**src/rtl/core/fnv1a_pkg.sv**
```systemverilog
// shared types and constants for the fnv-1a string hash block
// no dependencies; used by every module of the block by scoped name
`default_nettype none

package fnv1a_pkg;

    localparam int HASH_W  = 64;
    localparam int SIZE_W  = 25;
    localparam int INDEX_W = 24;
    localparam int BYTE_W  = 8;
    localparam int DATA_W  = 32;
    localparam int ADDR_W  = 3;
    localparam int CNT_W   = 6;

    localparam logic [HASH_W-1:0] OFFSET_BASIS = 64'd2166136261;
    localparam logic [SIZE_W-1:0] TABLE_RESET  = 25'd1024;
    localparam logic [SIZE_W-1:0] TABLE_MAX    = 25'd16777216;
    localparam logic [CNT_W-1:0]  DIV_LAST_CNT = 6'd63;

    // register index, taken from paddr[2]
    localparam logic REG_TABLE_SIZE = 1'b0;

    // commands from the controller to the datapath
    typedef struct packed {
        logic acc_xor;
        logic acc_mul;
        logic div_load;
        logic div_step;
        logic out_load;
    } dp_cmd_t;

endpackage

`default_nettype wire

```
**src/rtl/core/fnv1a_cfg.sv**
```systemverilog
// apb register file holding the table size
// depends on fnv1a_pkg
`default_nettype none

module fnv1a_cfg
(
    input  wire logic                           clk,
    input  wire logic                           rst_n,
    input  wire logic                           psel,
    input  wire logic                           penable,
    input  wire logic                           pwrite,
    input  wire logic [fnv1a_pkg::ADDR_W-1:0]   paddr,
    input  wire logic [fnv1a_pkg::DATA_W-1:0]   pwdata,
    output logic      [fnv1a_pkg::DATA_W-1:0]   prdata,
    output logic      [fnv1a_pkg::SIZE_W-1:0]   eff_size
);

    logic [fnv1a_pkg::SIZE_W-1:0] size_reg;
    logic [fnv1a_pkg::SIZE_W-1:0] size_next;
    logic                         wr_en;

    assign wr_en = psel && penable && pwrite && (paddr[2] == fnv1a_pkg::REG_TABLE_SIZE);

    always_comb
    begin
        size_next = size_reg;
        if (wr_en)
        begin
            size_next = pwdata[fnv1a_pkg::SIZE_W-1:0];
        end
    end

    always_ff @(posedge clk or negedge rst_n)
    begin
        if (!rst_n)
        begin
            size_reg <= fnv1a_pkg::TABLE_RESET;
        end
        else
        begin
            size_reg <= size_next;
        end
    end

    always_comb
    begin
        prdata = '0;
        if (paddr[2] == fnv1a_pkg::REG_TABLE_SIZE)
        begin
            prdata = {{(fnv1a_pkg::DATA_W-fnv1a_pkg::SIZE_W){1'b0}}, size_reg};
        end
    end

    // zero acts as one, anything above 2^24 saturates
    always_comb
    begin
        if (size_reg == '0)
        begin
            eff_size = {{(fnv1a_pkg::SIZE_W-1){1'b0}}, 1'b1};
        end
        else if (size_reg > fnv1a_pkg::TABLE_MAX)
        begin
            eff_size = fnv1a_pkg::TABLE_MAX;
        end
        else
        begin
            eff_size = size_reg;
        end
    end

endmodule

`default_nettype wire

```
**src/rtl/core/fnv1a_ctrl.sv**
```systemverilog
// controller: sequences xor, multiply, bit-serial modulo and result hand-off
// depends on fnv1a_pkg
`default_nettype none

module fnv1a_ctrl
(
    input  wire logic               clk,
    input  wire logic               rst_n,
    input  wire logic               in_valid,
    input  wire logic               byte_valid,
    input  wire logic               last,
    input  wire logic               out_ready,
    output logic                    in_ready,
    output logic                    out_valid,
    output fnv1a_pkg::dp_cmd_t      cmd
);

    localparam logic [2:0] ST_IDLE = 3'd0;
    localparam logic [2:0] ST_MUL  = 3'd1;
    localparam logic [2:0] ST_LOAD = 3'd2;
    localparam logic [2:0] ST_DIV  = 3'd3;
    localparam logic [2:0] ST_DONE = 3'd4;

    logic [2:0]                  state_reg;
    logic [2:0]                  state_next;
    logic                        last_reg;
    logic                        last_next;
    logic [fnv1a_pkg::CNT_W-1:0] cnt_reg;
    logic [fnv1a_pkg::CNT_W-1:0] cnt_next;
    logic                        out_valid_reg;
    logic                        out_valid_next;
    logic                        accept;
    logic                        out_free;

    assign in_ready  = (state_reg == ST_IDLE);
    assign accept    = in_valid && in_ready;
    assign out_valid = out_valid_reg;
    assign out_free  = !out_valid_reg || out_ready;

    always_comb
    begin
        state_next     = state_reg;
        last_next      = last_reg;
        cnt_next       = cnt_reg;
        cmd            = '0;
        case (state_reg)
            ST_IDLE:
            begin
                if (accept)
                begin
                    last_next = last;
                    if (byte_valid)
                    begin
                        cmd.acc_xor = 1'b1;
                        state_next  = ST_MUL;
                    end
                    else if (last)
                    begin
                        state_next = ST_LOAD;
                    end
                end
            end
            ST_MUL:
            begin
                cmd.acc_mul = 1'b1;
                state_next  = last_reg ? ST_LOAD : ST_IDLE;
            end
            ST_LOAD:
            begin
                cmd.div_load = 1'b1;
                cnt_next     = '0;
                state_next   = ST_DIV;
            end
            ST_DIV:
            begin
                cmd.div_step = 1'b1;
                cnt_next     = cnt_reg + 1'b1;
                if (cnt_reg == fnv1a_pkg::DIV_LAST_CNT)
                begin
                    state_next = ST_DONE;
                end
            end
            ST_DONE:
            begin
                // wait here while an earlier result is still unclaimed
                if (out_free)
                begin
                    cmd.out_load = 1'b1;
                    state_next   = ST_IDLE;
                end
            end
            default:
            begin
                state_next = ST_IDLE;
            end
        endcase
    end

    always_comb
    begin
        if (cmd.out_load)
        begin
            out_valid_next = 1'b1;
        end
        else if (out_ready)
        begin
            out_valid_next = 1'b0;
        end
        else
        begin
            out_valid_next = out_valid_reg;
        end
    end

    always_ff @(posedge clk or negedge rst_n)
    begin
        if (!rst_n)
        begin
            state_reg     <= ST_IDLE;
            last_reg      <= 1'b0;
            cnt_reg       <= '0;
            out_valid_reg <= 1'b0;
        end
        else
        begin
            state_reg     <= state_next;
            last_reg      <= last_next;
            cnt_reg       <= cnt_next;
            out_valid_reg <= out_valid_next;
        end
    end

endmodule

`default_nettype wire

```
**src/rtl/core/fnv1a_dp.sv**
```systemverilog
// datapath: hash accumulator, constant multiply, restoring divider, result registers
// depends on fnv1a_pkg
`default_nettype none

module fnv1a_dp
(
    input  wire logic                            clk,
    input  wire logic                            rst_n,
    input  wire fnv1a_pkg::dp_cmd_t              cmd,
    input  wire logic [fnv1a_pkg::BYTE_W-1:0]    byte_value,
    input  wire logic [fnv1a_pkg::SIZE_W-1:0]    eff_size,
    output logic      [fnv1a_pkg::HASH_W-1:0]    hash_value,
    output logic      [fnv1a_pkg::INDEX_W-1:0]   bucket_index
);

    logic [fnv1a_pkg::HASH_W-1:0]  acc_reg;
    logic [fnv1a_pkg::HASH_W-1:0]  acc_next;
    logic [fnv1a_pkg::HASH_W-1:0]  acc_prod;
    logic [fnv1a_pkg::HASH_W-1:0]  byte_sext;
    logic [fnv1a_pkg::HASH_W-1:0]  dvd_reg;
    logic [fnv1a_pkg::HASH_W-1:0]  hold_reg;
    logic [fnv1a_pkg::SIZE_W-1:0]  rem_reg;
    logic [fnv1a_pkg::SIZE_W:0]    rem_shift;
    logic [fnv1a_pkg::SIZE_W:0]    rem_sub;
    logic [fnv1a_pkg::SIZE_W-1:0]  rem_next;
    logic [fnv1a_pkg::HASH_W-1:0]  hash_out_reg;
    logic [fnv1a_pkg::INDEX_W-1:0] bucket_out_reg;

    assign byte_sext = {{(fnv1a_pkg::HASH_W-fnv1a_pkg::BYTE_W){byte_value[fnv1a_pkg::BYTE_W-1]}},
                        byte_value};

    // prime 16777619 = 2^24 + 256 + 128 + 16 + 2 + 1
    assign acc_prod = (acc_reg << 24) + (acc_reg << 8) + (acc_reg << 7)
                    + (acc_reg << 4) + (acc_reg << 1) + acc_reg;

    always_comb
    begin
        acc_next = acc_reg;
        if (cmd.acc_xor)
        begin
            acc_next = acc_reg ^ byte_sext;
        end
        else if (cmd.acc_mul)
        begin
            acc_next = acc_prod;
        end
        else if (cmd.div_load)
        begin
            acc_next = fnv1a_pkg::OFFSET_BASIS;
        end
    end

    always_ff @(posedge clk or negedge rst_n)
    begin
        if (!rst_n)
        begin
            acc_reg <= fnv1a_pkg::OFFSET_BASIS;
        end
        else
        begin
            acc_reg <= acc_next;
        end
    end

    // one quotient bit per cycle, msb of the dividend first
    assign rem_shift = {rem_reg, dvd_reg[fnv1a_pkg::HASH_W-1]};
    assign rem_sub   = rem_shift - {1'b0, eff_size};
    assign rem_next  = (rem_shift >= {1'b0, eff_size}) ? rem_sub[fnv1a_pkg::SIZE_W-1:0]
                                                       : rem_shift[fnv1a_pkg::SIZE_W-1:0];

    always_ff @(posedge clk)
    begin
        if (cmd.div_load)
        begin
            dvd_reg  <= acc_reg;
            hold_reg <= acc_reg;
            rem_reg  <= '0;
        end
        else if (cmd.div_step)
        begin
            dvd_reg <= dvd_reg << 1;
            rem_reg <= rem_next;
        end
        if (cmd.out_load)
        begin
            hash_out_reg   <= hold_reg;
            bucket_out_reg <= rem_reg[fnv1a_pkg::INDEX_W-1:0];
        end
    end

    assign hash_value   = hash_out_reg;
    assign bucket_index = bucket_out_reg;

endmodule

`default_nettype wire

```
**src/rtl/core/fnv1a_string_bucket_index_top.sv**
```systemverilog
// fnv-1a string hash with bucket index
// input channel: one string byte per item (byte_value, byte_valid, last), valid/ready
// output channel: hash_value and bucket_index, one item per string, valid/ready
// config: apb-style port, table_size at address 0, pready always high
// a byte item is xored into the accumulator as it is accepted, then multiplied
// by the prime in the mul state; an item with last then loads the divider,
// takes the remainder of the hash by table_size one bit per cycle, and moves the
// result out once the output register is free
// the result sits in an output register; while it waits for out_ready the
// next string's bytes are still taken, and only the next result waits
// reset sets the accumulator to the offset basis, table_size to 1024 and
// clears out_valid
// table_size zero acts as one; values above 2^24 act as 2^24
// depends on fnv1a_pkg, fnv1a_cfg, fnv1a_ctrl, fnv1a_dp
`default_nettype none

module fnv1a_string_bucket_index_top
(
    input  wire logic                            clk,
    input  wire logic                            rst_n,
    input  wire logic                            psel,
    input  wire logic                            penable,
    input  wire logic                            pwrite,
    input  wire logic [fnv1a_pkg::ADDR_W-1:0]    paddr,
    input  wire logic [fnv1a_pkg::DATA_W-1:0]    pwdata,
    output logic      [fnv1a_pkg::DATA_W-1:0]    prdata,
    output logic                                 pready,
    input  wire logic                            in_valid,
    output logic                                 in_ready,
    input  wire logic [fnv1a_pkg::BYTE_W-1:0]    byte_value,
    input  wire logic                            byte_valid,
    input  wire logic                            last,
    output logic                                 out_valid,
    input  wire logic                            out_ready,
    output logic      [fnv1a_pkg::HASH_W-1:0]    hash_value,
    output logic      [fnv1a_pkg::INDEX_W-1:0]   bucket_index
);

    fnv1a_pkg::dp_cmd_t           cmd;
    logic [fnv1a_pkg::SIZE_W-1:0] eff_size;

    assign pready = 1'b1;

    fnv1a_cfg u_cfg
    (
        .clk      (clk),
        .rst_n    (rst_n),
        .psel     (psel),
        .penable  (penable),
        .pwrite   (pwrite),
        .paddr    (paddr),
        .pwdata   (pwdata),
        .prdata   (prdata),
        .eff_size (eff_size)
    );

    fnv1a_ctrl u_ctrl
    (
        .clk        (clk),
        .rst_n      (rst_n),
        .in_valid   (in_valid),
        .byte_valid (byte_valid),
        .last       (last),
        .out_ready  (out_ready),
        .in_ready   (in_ready),
        .out_valid  (out_valid),
        .cmd        (cmd)
    );

    fnv1a_dp u_dp
    (
        .clk          (clk),
        .rst_n        (rst_n),
        .cmd          (cmd),
        .byte_value   (byte_value),
        .eff_size     (eff_size),
        .hash_value   (hash_value),
        .bucket_index (bucket_index)
    );

endmodule

`default_nettype wire
```
**config.mk**
```make
export PLATFORM = sky130hd
export DESIGN_NAME = fnv1a_string_bucket_index_top
export DESIGN_NICKNAME = d
export VERILOG_FILES = /design/src/rtl/core/fnv1a_pkg.sv /design/src/rtl/core/fnv1a_cfg.sv /design/src/rtl/core/fnv1a_ctrl.sv /design/src/rtl/core/fnv1a_dp.sv /design/src/rtl/core/fnv1a_string_bucket_index_top.sv
export SDC_FILE = /design/constraint.sdc
export NUM_CORES = 1
export LEC_CHECK = 0
export ABC_AREA = 0
export BUFFER_PORTS_ARGS = -buffer_cell sky130_fd_sc_hd__buf_4
export CAP_MARGIN = 20
export CORE_AREA = 3 3 216 218
export CTS_BUF_LIST = sky130_fd_sc_hd__clkbuf_8
export CTS_CLUSTER_SIZE = 30
export DETAILED_ROUTE_END_ITERATION = 16
export DIE_AREA = 0 0 219 221
export PLACE_DENSITY_LB_ADDON = 0.15
export SETUP_SLACK_MARGIN = 0.1
export SYNTH_ARGS = -nofsm -noshare
export SYNTH_HDL_FRONTEND = slang
export SYNTH_SLANG_ARGS = --single-unit
```
**constraint.sdc**
```tcl
create_clock -name clk -period 4.9 [get_ports clk]
set_input_delay 0.49 -clock clk [delete_from_list [all_inputs] [get_ports clk]]
set_output_delay 0.49 -clock clk [all_outputs]
set_load 0.03 [all_outputs]
```
==> results of run 1 <==
==> synth_stat cells, drive strengths merged, types with 8 or more instances <==
| cell type | n | area, sq um |
|---|---|---|
| inv | 420 | 1580 |
| edfxtp | 216 | 6490 |
| fa | 204 | 4080 |
| nand2 | 171 | 642 |
| ha | 121 | 1510 |
| a21oi | 109 | 553 |
| o21ai | 95 | 475 |
| mux2 | 89 | 1000 |
| dfrtp | 85 | 2130 |
| nor2 | 68 | 255 |
| clkbuf | 67 | 251 |
| xnor2 | 60 | 526 |
| o221ai | 43 | 377 |
| a21o | 41 | 308 |
| nor2b | 34 | 215 |
| xor2 | 34 | 298 |
| nand3 | 28 | 140 |
| dfxtp | 25 | 500 |
| nand4 | 25 | 156 |
| mux2i | 17 | 170 |
| nor3 | 16 | 80.1 |
| buf | 15 | 131 |
| dfstp | 15 | 394 |
| nand2b | 15 | 93.8 |
| a31oi | 14 | 87.6 |
| o21bai | 13 | 97.6 |
| nor4 | 10 | 62.6 |
| o22ai | 10 | 68.8 |
| and3 | 9 | 56.3 |
| o21a | 9 | 67.6 |
| a221oi | 8 | 70.1 |
| o211ai | 8 | 60.1 |
| or2 | 8 | 50.1 |
==> cell usage in the layout, fill, tap and decap left out, drive strengths merged, types with 25 or more instances in the layout <==
master,Yosys,final
nand4,25,25
inv,420,426
nand3,28,28
fa,204,204
dfxtp,25,25
nand2,171,171
edfxtp,216,216
dfrtp,85,85
buf,15,450
a21oi,109,109
xor2,34,34
nor2,68,68
ha,121,121
clkbuf,67,69
xnor2,60,60
nor2b,34,34
mux2,89,89
o21ai,95,95
o221ai,43,43
a21o,41,41
==> metrics by stage <==
| step | TNS, ns | instances | hold slack (ns) |
|---|---|---|---|
| finish | -0.0814 | 3266 | 0.0705 |
| global route | -1.39 | 3266 | 0.00880 |
| CTS | 0 | 3240 | 0.0105 |
| detailed placement | -2.99 | 3115 | 0.405 |
| global placement | -2.03 | 3115 | 0.401 |
| floorplan | 0 | 2191 | 0.194 |
==> cells by family after synthesis <==
logic type / after synthesis
DFF: 341
other: 2
and+or+nand+nor: 406
muxes: 106
AOI/OAI and AO/OA: 407
buffers and inverters: 504
xor gates and xnor gates: 94
adders and majority gates: 325
==> what timing repair did <==
action                                  4_1_cts  5_1_grt
pin swaps                                    63       66
hold buffers                                  2        0
gates resized for setup                     112      130
endpoints found under the setup margin       30       38
buffers inserted                             18       25
endpoints found under the hold margin        39        0
gates cloned                                  0        0
==> cell type report <==
cell class,instances,area [sq um]
clock buffers,69,950
well taps,600,751
inverters,422,1620
fillers,3548,15100
flip-flops and latches,341,9510
repair buffers,452,3620
multi-input cells,1346,13300
clock inverters,36,303
==> how the worst max path moves through the flow <==
stage / startpoint / end / slack [ns] / cells after the start
6_report: u_dp.acc_reg[2] / u_dp.acc_reg[63] / -0.04 / 22
5_1_grt: u_dp.acc_reg[2] / u_dp.acc_reg[55] / -0.14 / 23
4_1_cts: u_dp.acc_reg[12] / u_dp.acc_reg[63] / 0.005 / 20
3_5_place_dp: u_dp.acc_reg[6] / u_dp.acc_reg[63] / -0.34 / 18
3_3_place_gp: u_dp.acc_reg[15] / u_dp.acc_reg[63] / -0.21 / 18
2_1_floorplan: u_dp.acc_reg[0] / u_dp.acc_reg[57] / 0.14 / 18
==> layer usage <==
metal  GRT usage, %  wire length, microns  up-vias
met5              0                     0        -
met4           5.79                  1150        0
met3           3.80                  3690       73
met2           41.7                 30200      503
met1           40.1                 29600     9069
li1               -                     -     8231
==> run summary, run 1 <==
worst path cell trace: clkinvlp_4 > buf_6 > buf_6 > fa_1 > inv_2 > ha_4 > a21oi_4 > fa_1 > inv_2 > ha_4 > buf_4 > nand2_1 > o21ai_1 > nand4b_1 > o211ai_1 > buf_4 > o21ai_4 > o31a_1 > o21ba_4 > o21ai_2 > xnor2_1 > o221ai_1
post-route cell area: 0.0300 sq mm
Final period util: 101%
Die W: 219 microns
CORE AREA: 0.0451 sq mm
mean number of vias per cell: 5.47
Row Count: 78
Netlist cell types: 73
Hold Path End: u_cfg.size_reg[17]
Num CTS Buffers: 56
DR vias: 17900
TritonCTS clock tree: yes
Tmin final: 4.94 ns
Mapped Area: 0.0237 sq mm
Simple-Gate Fraction of Synth Area: 8.10%
Total GRT Usage: 26.7%
post-synthesis mux area share: 4.96%
clk buf depth: 3
CTS Sinks: 341
outcome: finished with violations
number of buffers and inverters on the critical path: 7
htree depth: 2
CP top delay family: adder cells
fmax: 0.203 GHz
PortBufs: 157
Die Ht: 221 microns
I/O pins: 175
routed wire length: 64700 microns
largest family of logic cells by synthesized area: adder cells
CP Class: register to register
first-pass GRT wire length: 101000 microns
syn avg cell area: 10.8 sq um
CP Capture Type: register
first-iteration detailed-routing DRC count: 1347
clk_lat worst skew: 0.66 ns
post-synthesis compound-gate area fraction: 11.2%
Routed Antenna Nets: 0
top_reg_cell synth: edfxtp_1
r2r startpoint: u_dp.acc_reg[2]
Reg clk slew, reported paths: 0.06 ns
unrepaired setup endpoints after global routing: yes
ant diodes: 0
Hold/Removal Path Class: input pin to register
pin count of the biggest net entering global routing: 128
layout cells sized above 1: 31.2%
Async S/R FF share, synth: 29.3%
antenna violations before repair: 0
final worst slack: -0.0367 ns
max-cap violations: 0
DR DRC count: 0
Mapped Cells: 2185
crit-path max cell delay: 0.57 ns
Slew @ Worst Pin: 1.10 ns
failing checks: negative setup slack
max-slew violations: 0
hpwl dp: 48400 microns
adder-cell share of the synthesized area: 23.7%
die area: 0.0484 sq mm
R2R cell count: 22
number of global-route vias before repair: 18000
min-delay src: pwdata[17]
grt total ovfl: 0
final design utilization: 66.6%
post-synthesis sequential area ratio: 40.2%
WL/cell: 19.8 microns
Max FO, Critical Path: 3
Worst EP required: 5.39 ns
Syn-to-layout area delta: 27.0%
Hold Path Cell Cnt: 2
Clock Skew: 0.0276 ns
Root Buffer: clkbuf_8
EDFF count, synth: 216
Crit Reg-Reg Endpoint: u_dp.acc_reg[63]
r2r setup slk: -0.04 ns
pre-CTS WS: -0.340 ns
endpoints failing setup: 4
Final nets: 2996
Initial Utilization: 52.5%
Slowest cell on crit path: dfstp_2
flops & latches, synth: 341
final hold vios: 0
1st-pass router iterations: 5
Post-Synth XOR/XNOR Area: 3.48%
Syn. warnings: 0
routability cong.: 0.916
critical path launch point type: register
Rel. slew slack: 25.8%
Worst Path Arrival: 5.43 ns
Post-DP Area: 0.0272 sq mm
Power of run 1 is not shown: default switching activity piles up to over one toggle a cycle in this logic, so the estimate is an artifact.
==> run 2, diff against run 1 <==
Settings changed: SETUP_SLACK_MARGIN 0.1 to 0.02.
==> run summary, run 2 (synthesized netlist as in run 1, its figures left out) <==
WL/cell: 19.8 microns (about the same)
most common cell after layout, fill and taps aside: buf_4 (unchanged)
Rel. slew slack: 27.6% (was 25.8%)
Die Ht: 221 microns (unchanged)
ant diodes: 0 (unchanged)
Final TNS setup: -0.0224 ns (was -0.0814 ns)
fmax: 0.203 GHz (about the same)
CP Capture Type: register (unchanged)
Hold/Removal Path Class: input pin to register (unchanged)
fill count: 3560 (was 3548)
commonest cells after routing, fill and taps aside: buf_4, inv_1, edfxtp_1, fa_1, nand2_1 (unchanged)
Tmin final: 4.92 ns (was 4.94 ns)
Cells after DPL: 3115 (unchanged)
I/O pins: 175 (unchanged)
routed wire length: 64400 microns (was 64700 microns)
number of global-route vias before repair: 17900 (was 18000)
hpwl dp: 48400 microns (unchanged)
met2 Usage GRT: 41.7% (about the same)
Initial Utilization: 52.5% (unchanged)
htree depth: 2 (unchanged)
critical path launch point type: register (unchanged)
Routed Antenna Nets: 0 (unchanged)
Die W: 219 microns (unchanged)
first-iteration detailed-routing DRC count: 1384 (was 1347)
first-pass GRT wire length: 101000 microns (about the same)
GRT busiest layer: met2 (unchanged)
Post-DP Area: 0.0272 sq mm (unchanged)
1st-pass router iterations: 7 (was 5)
outcome: finished with violations (unchanged)
final hold vios: 0 (unchanged)
Worst EP required: 5.40 ns (was 5.39 ns)
Root Buffer: clkbuf_8 (unchanged)
met1 Use GR: 40.2% (was 40.1%)
Reg clk slew, reported paths: 0.06 ns (about the same)
Row Count: 78 (unchanged)
unrepaired setup endpoints after global routing: yes (unchanged)
grt total ovfl: 0 (unchanged)
CTS Sinks: 341 (unchanged)
Final nets: 2989 (was 2996)
Num CTS Buffers: 56 (unchanged)
fin cells: 3259 (was 3266)
Worst Path Arrival: 5.42 ns (was 5.43 ns)
DR vias: 17900 (about the same)
GR Util met3: 3.61% (was 3.80%)
multi-input logic area: 0.0131 sq mm (was 0.0133 sq mm)
max-cap violations: 0 (unchanged)
CORE AREA: 0.0451 sq mm (unchanged)
die area: 0.0484 sq mm (unchanged)
clk_lat worst skew: 0.66 ns (about the same)
Max FO, Critical Path: 3 (unchanged)
failing checks: negative setup slack (unchanged)
pin count of the biggest net entering global routing: 128 (unchanged)
mean number of vias per cell: 5.48 (was 5.47)
CP Class: register to register (unchanged)
DR DRC count: 0 (unchanged)
Final period util: 100% (was 101%)
Syn-to-layout area delta: 25.6% (was 27.0%)
PortBufs: 157 (unchanged)
Clock Skew: 0.0285 ns (was 0.0276 ns)
max-slew violations: 0 (unchanged)
antenna violations before repair: 0 (unchanged)
final worst slack: -0.0224 ns (was -0.0367 ns)
clk buf depth: 3 (unchanged)
TritonCTS clock tree: yes (unchanged)
FF/Latch Area: 0.00951 sq mm (unchanged)
post-route cell area: 0.0297 sq mm (was 0.0300 sq mm)
routability cong.: 0.916 (unchanged)
endpoints failing setup: 1 (was 4)
layout cells sized above 1: 30.1% (was 31.2%)
Slew @ Worst Pin: 1.09 ns (was 1.10 ns)
Total GRT Usage: 26.7% (about the same)
[run 2: changes by cell type in the layout (fill, tap and decap cells not counted), sizes merged]
cell / before / now
buf: 450 / 443
[run 2: metal layers]
metal | up-vias | wire, microns | share of wire, %
met4 | 0 | 1240 | 1.9
li1 | 8209 | - | -
met3 | 83 | 4100 | 6.4
met2 | 536 | 30100 | 47
met1 | 9039 | 29000 | 45
met5 | - | 0 | 0
[run 2: stage by stage]
stage               worst slack, ns  hold slack, ns  util (%)
finish                      -0.0224          0.0648      65.9
global placement             -0.214           0.401      60.3
global route                 -0.180         0.00880      65.9
CTS                         0.00489          0.0105      64.5
detailed placement           -0.340           0.405      60.3
floorplan                     0.141           0.194         -
[run 2: repair_timing]
item                                   CTS  global route
endpoints found under the hold margin   39             0
buffers inserted                        15            22
pin swaps                               44            71
gates resized for setup                 88           107
setup endpoints to repair               24            33
hold buffers                             2             0
[run 2: final cells by class]
type,count,area share [%]
multi-input combinational,1346,44.0
tap,600,2.53
clock inverter,36,1.02
inverter,422,5.47
sequential,341,32.0
clock buffer,69,3.20
timing repair buffer,445,11.8
[run 2: final timing paths]
kind / startpoint / endpoint / slack [ns] / cells after the start
worst max-delay path: u_dp.acc_reg[8] / u_dp.acc_reg[59] / -0.02 / 21
worst min-delay path: pwdata[17] / u_cfg.size_reg[17] / 0.06 / 2
worst max register to register: u_dp.acc_reg[8] / u_dp.acc_reg[59] / -0.02 / 21
worst min register to register: u_dp.hold_reg[50] / u_dp.hash_value[50] / 0.41 / 0
max in group asynchronous: rst_n / u_dp.acc_reg[61] / 3.09 / 3
min in group asynchronous: rst_n / u_cfg.size_reg[14] / 0.44 / 2
[run 2: worst max-delay path: stages, from the launching register on]
cell        delay (ns)
dfstp_2           0.56
clkinvlp_4        0.13
buf_4             0.17
buf_12            0.12
fa_1              0.49
fa_1              0.50
fa_1              0.51
inv_2             0.05
ha_4              0.24
buf_4             0.12
and4_4            0.18
nand3_2           0.08
nand4b_1          0.15
o211ai_1          0.11
buf_4             0.17
buf_4             0.14
o2111ai_4         0.20
nand3b_1          0.17
a21o_1            0.25
a21oi_2           0.15
xor2_1            0.15
o221ai_1          0.13
Power of run 2 is left out for the same reason.
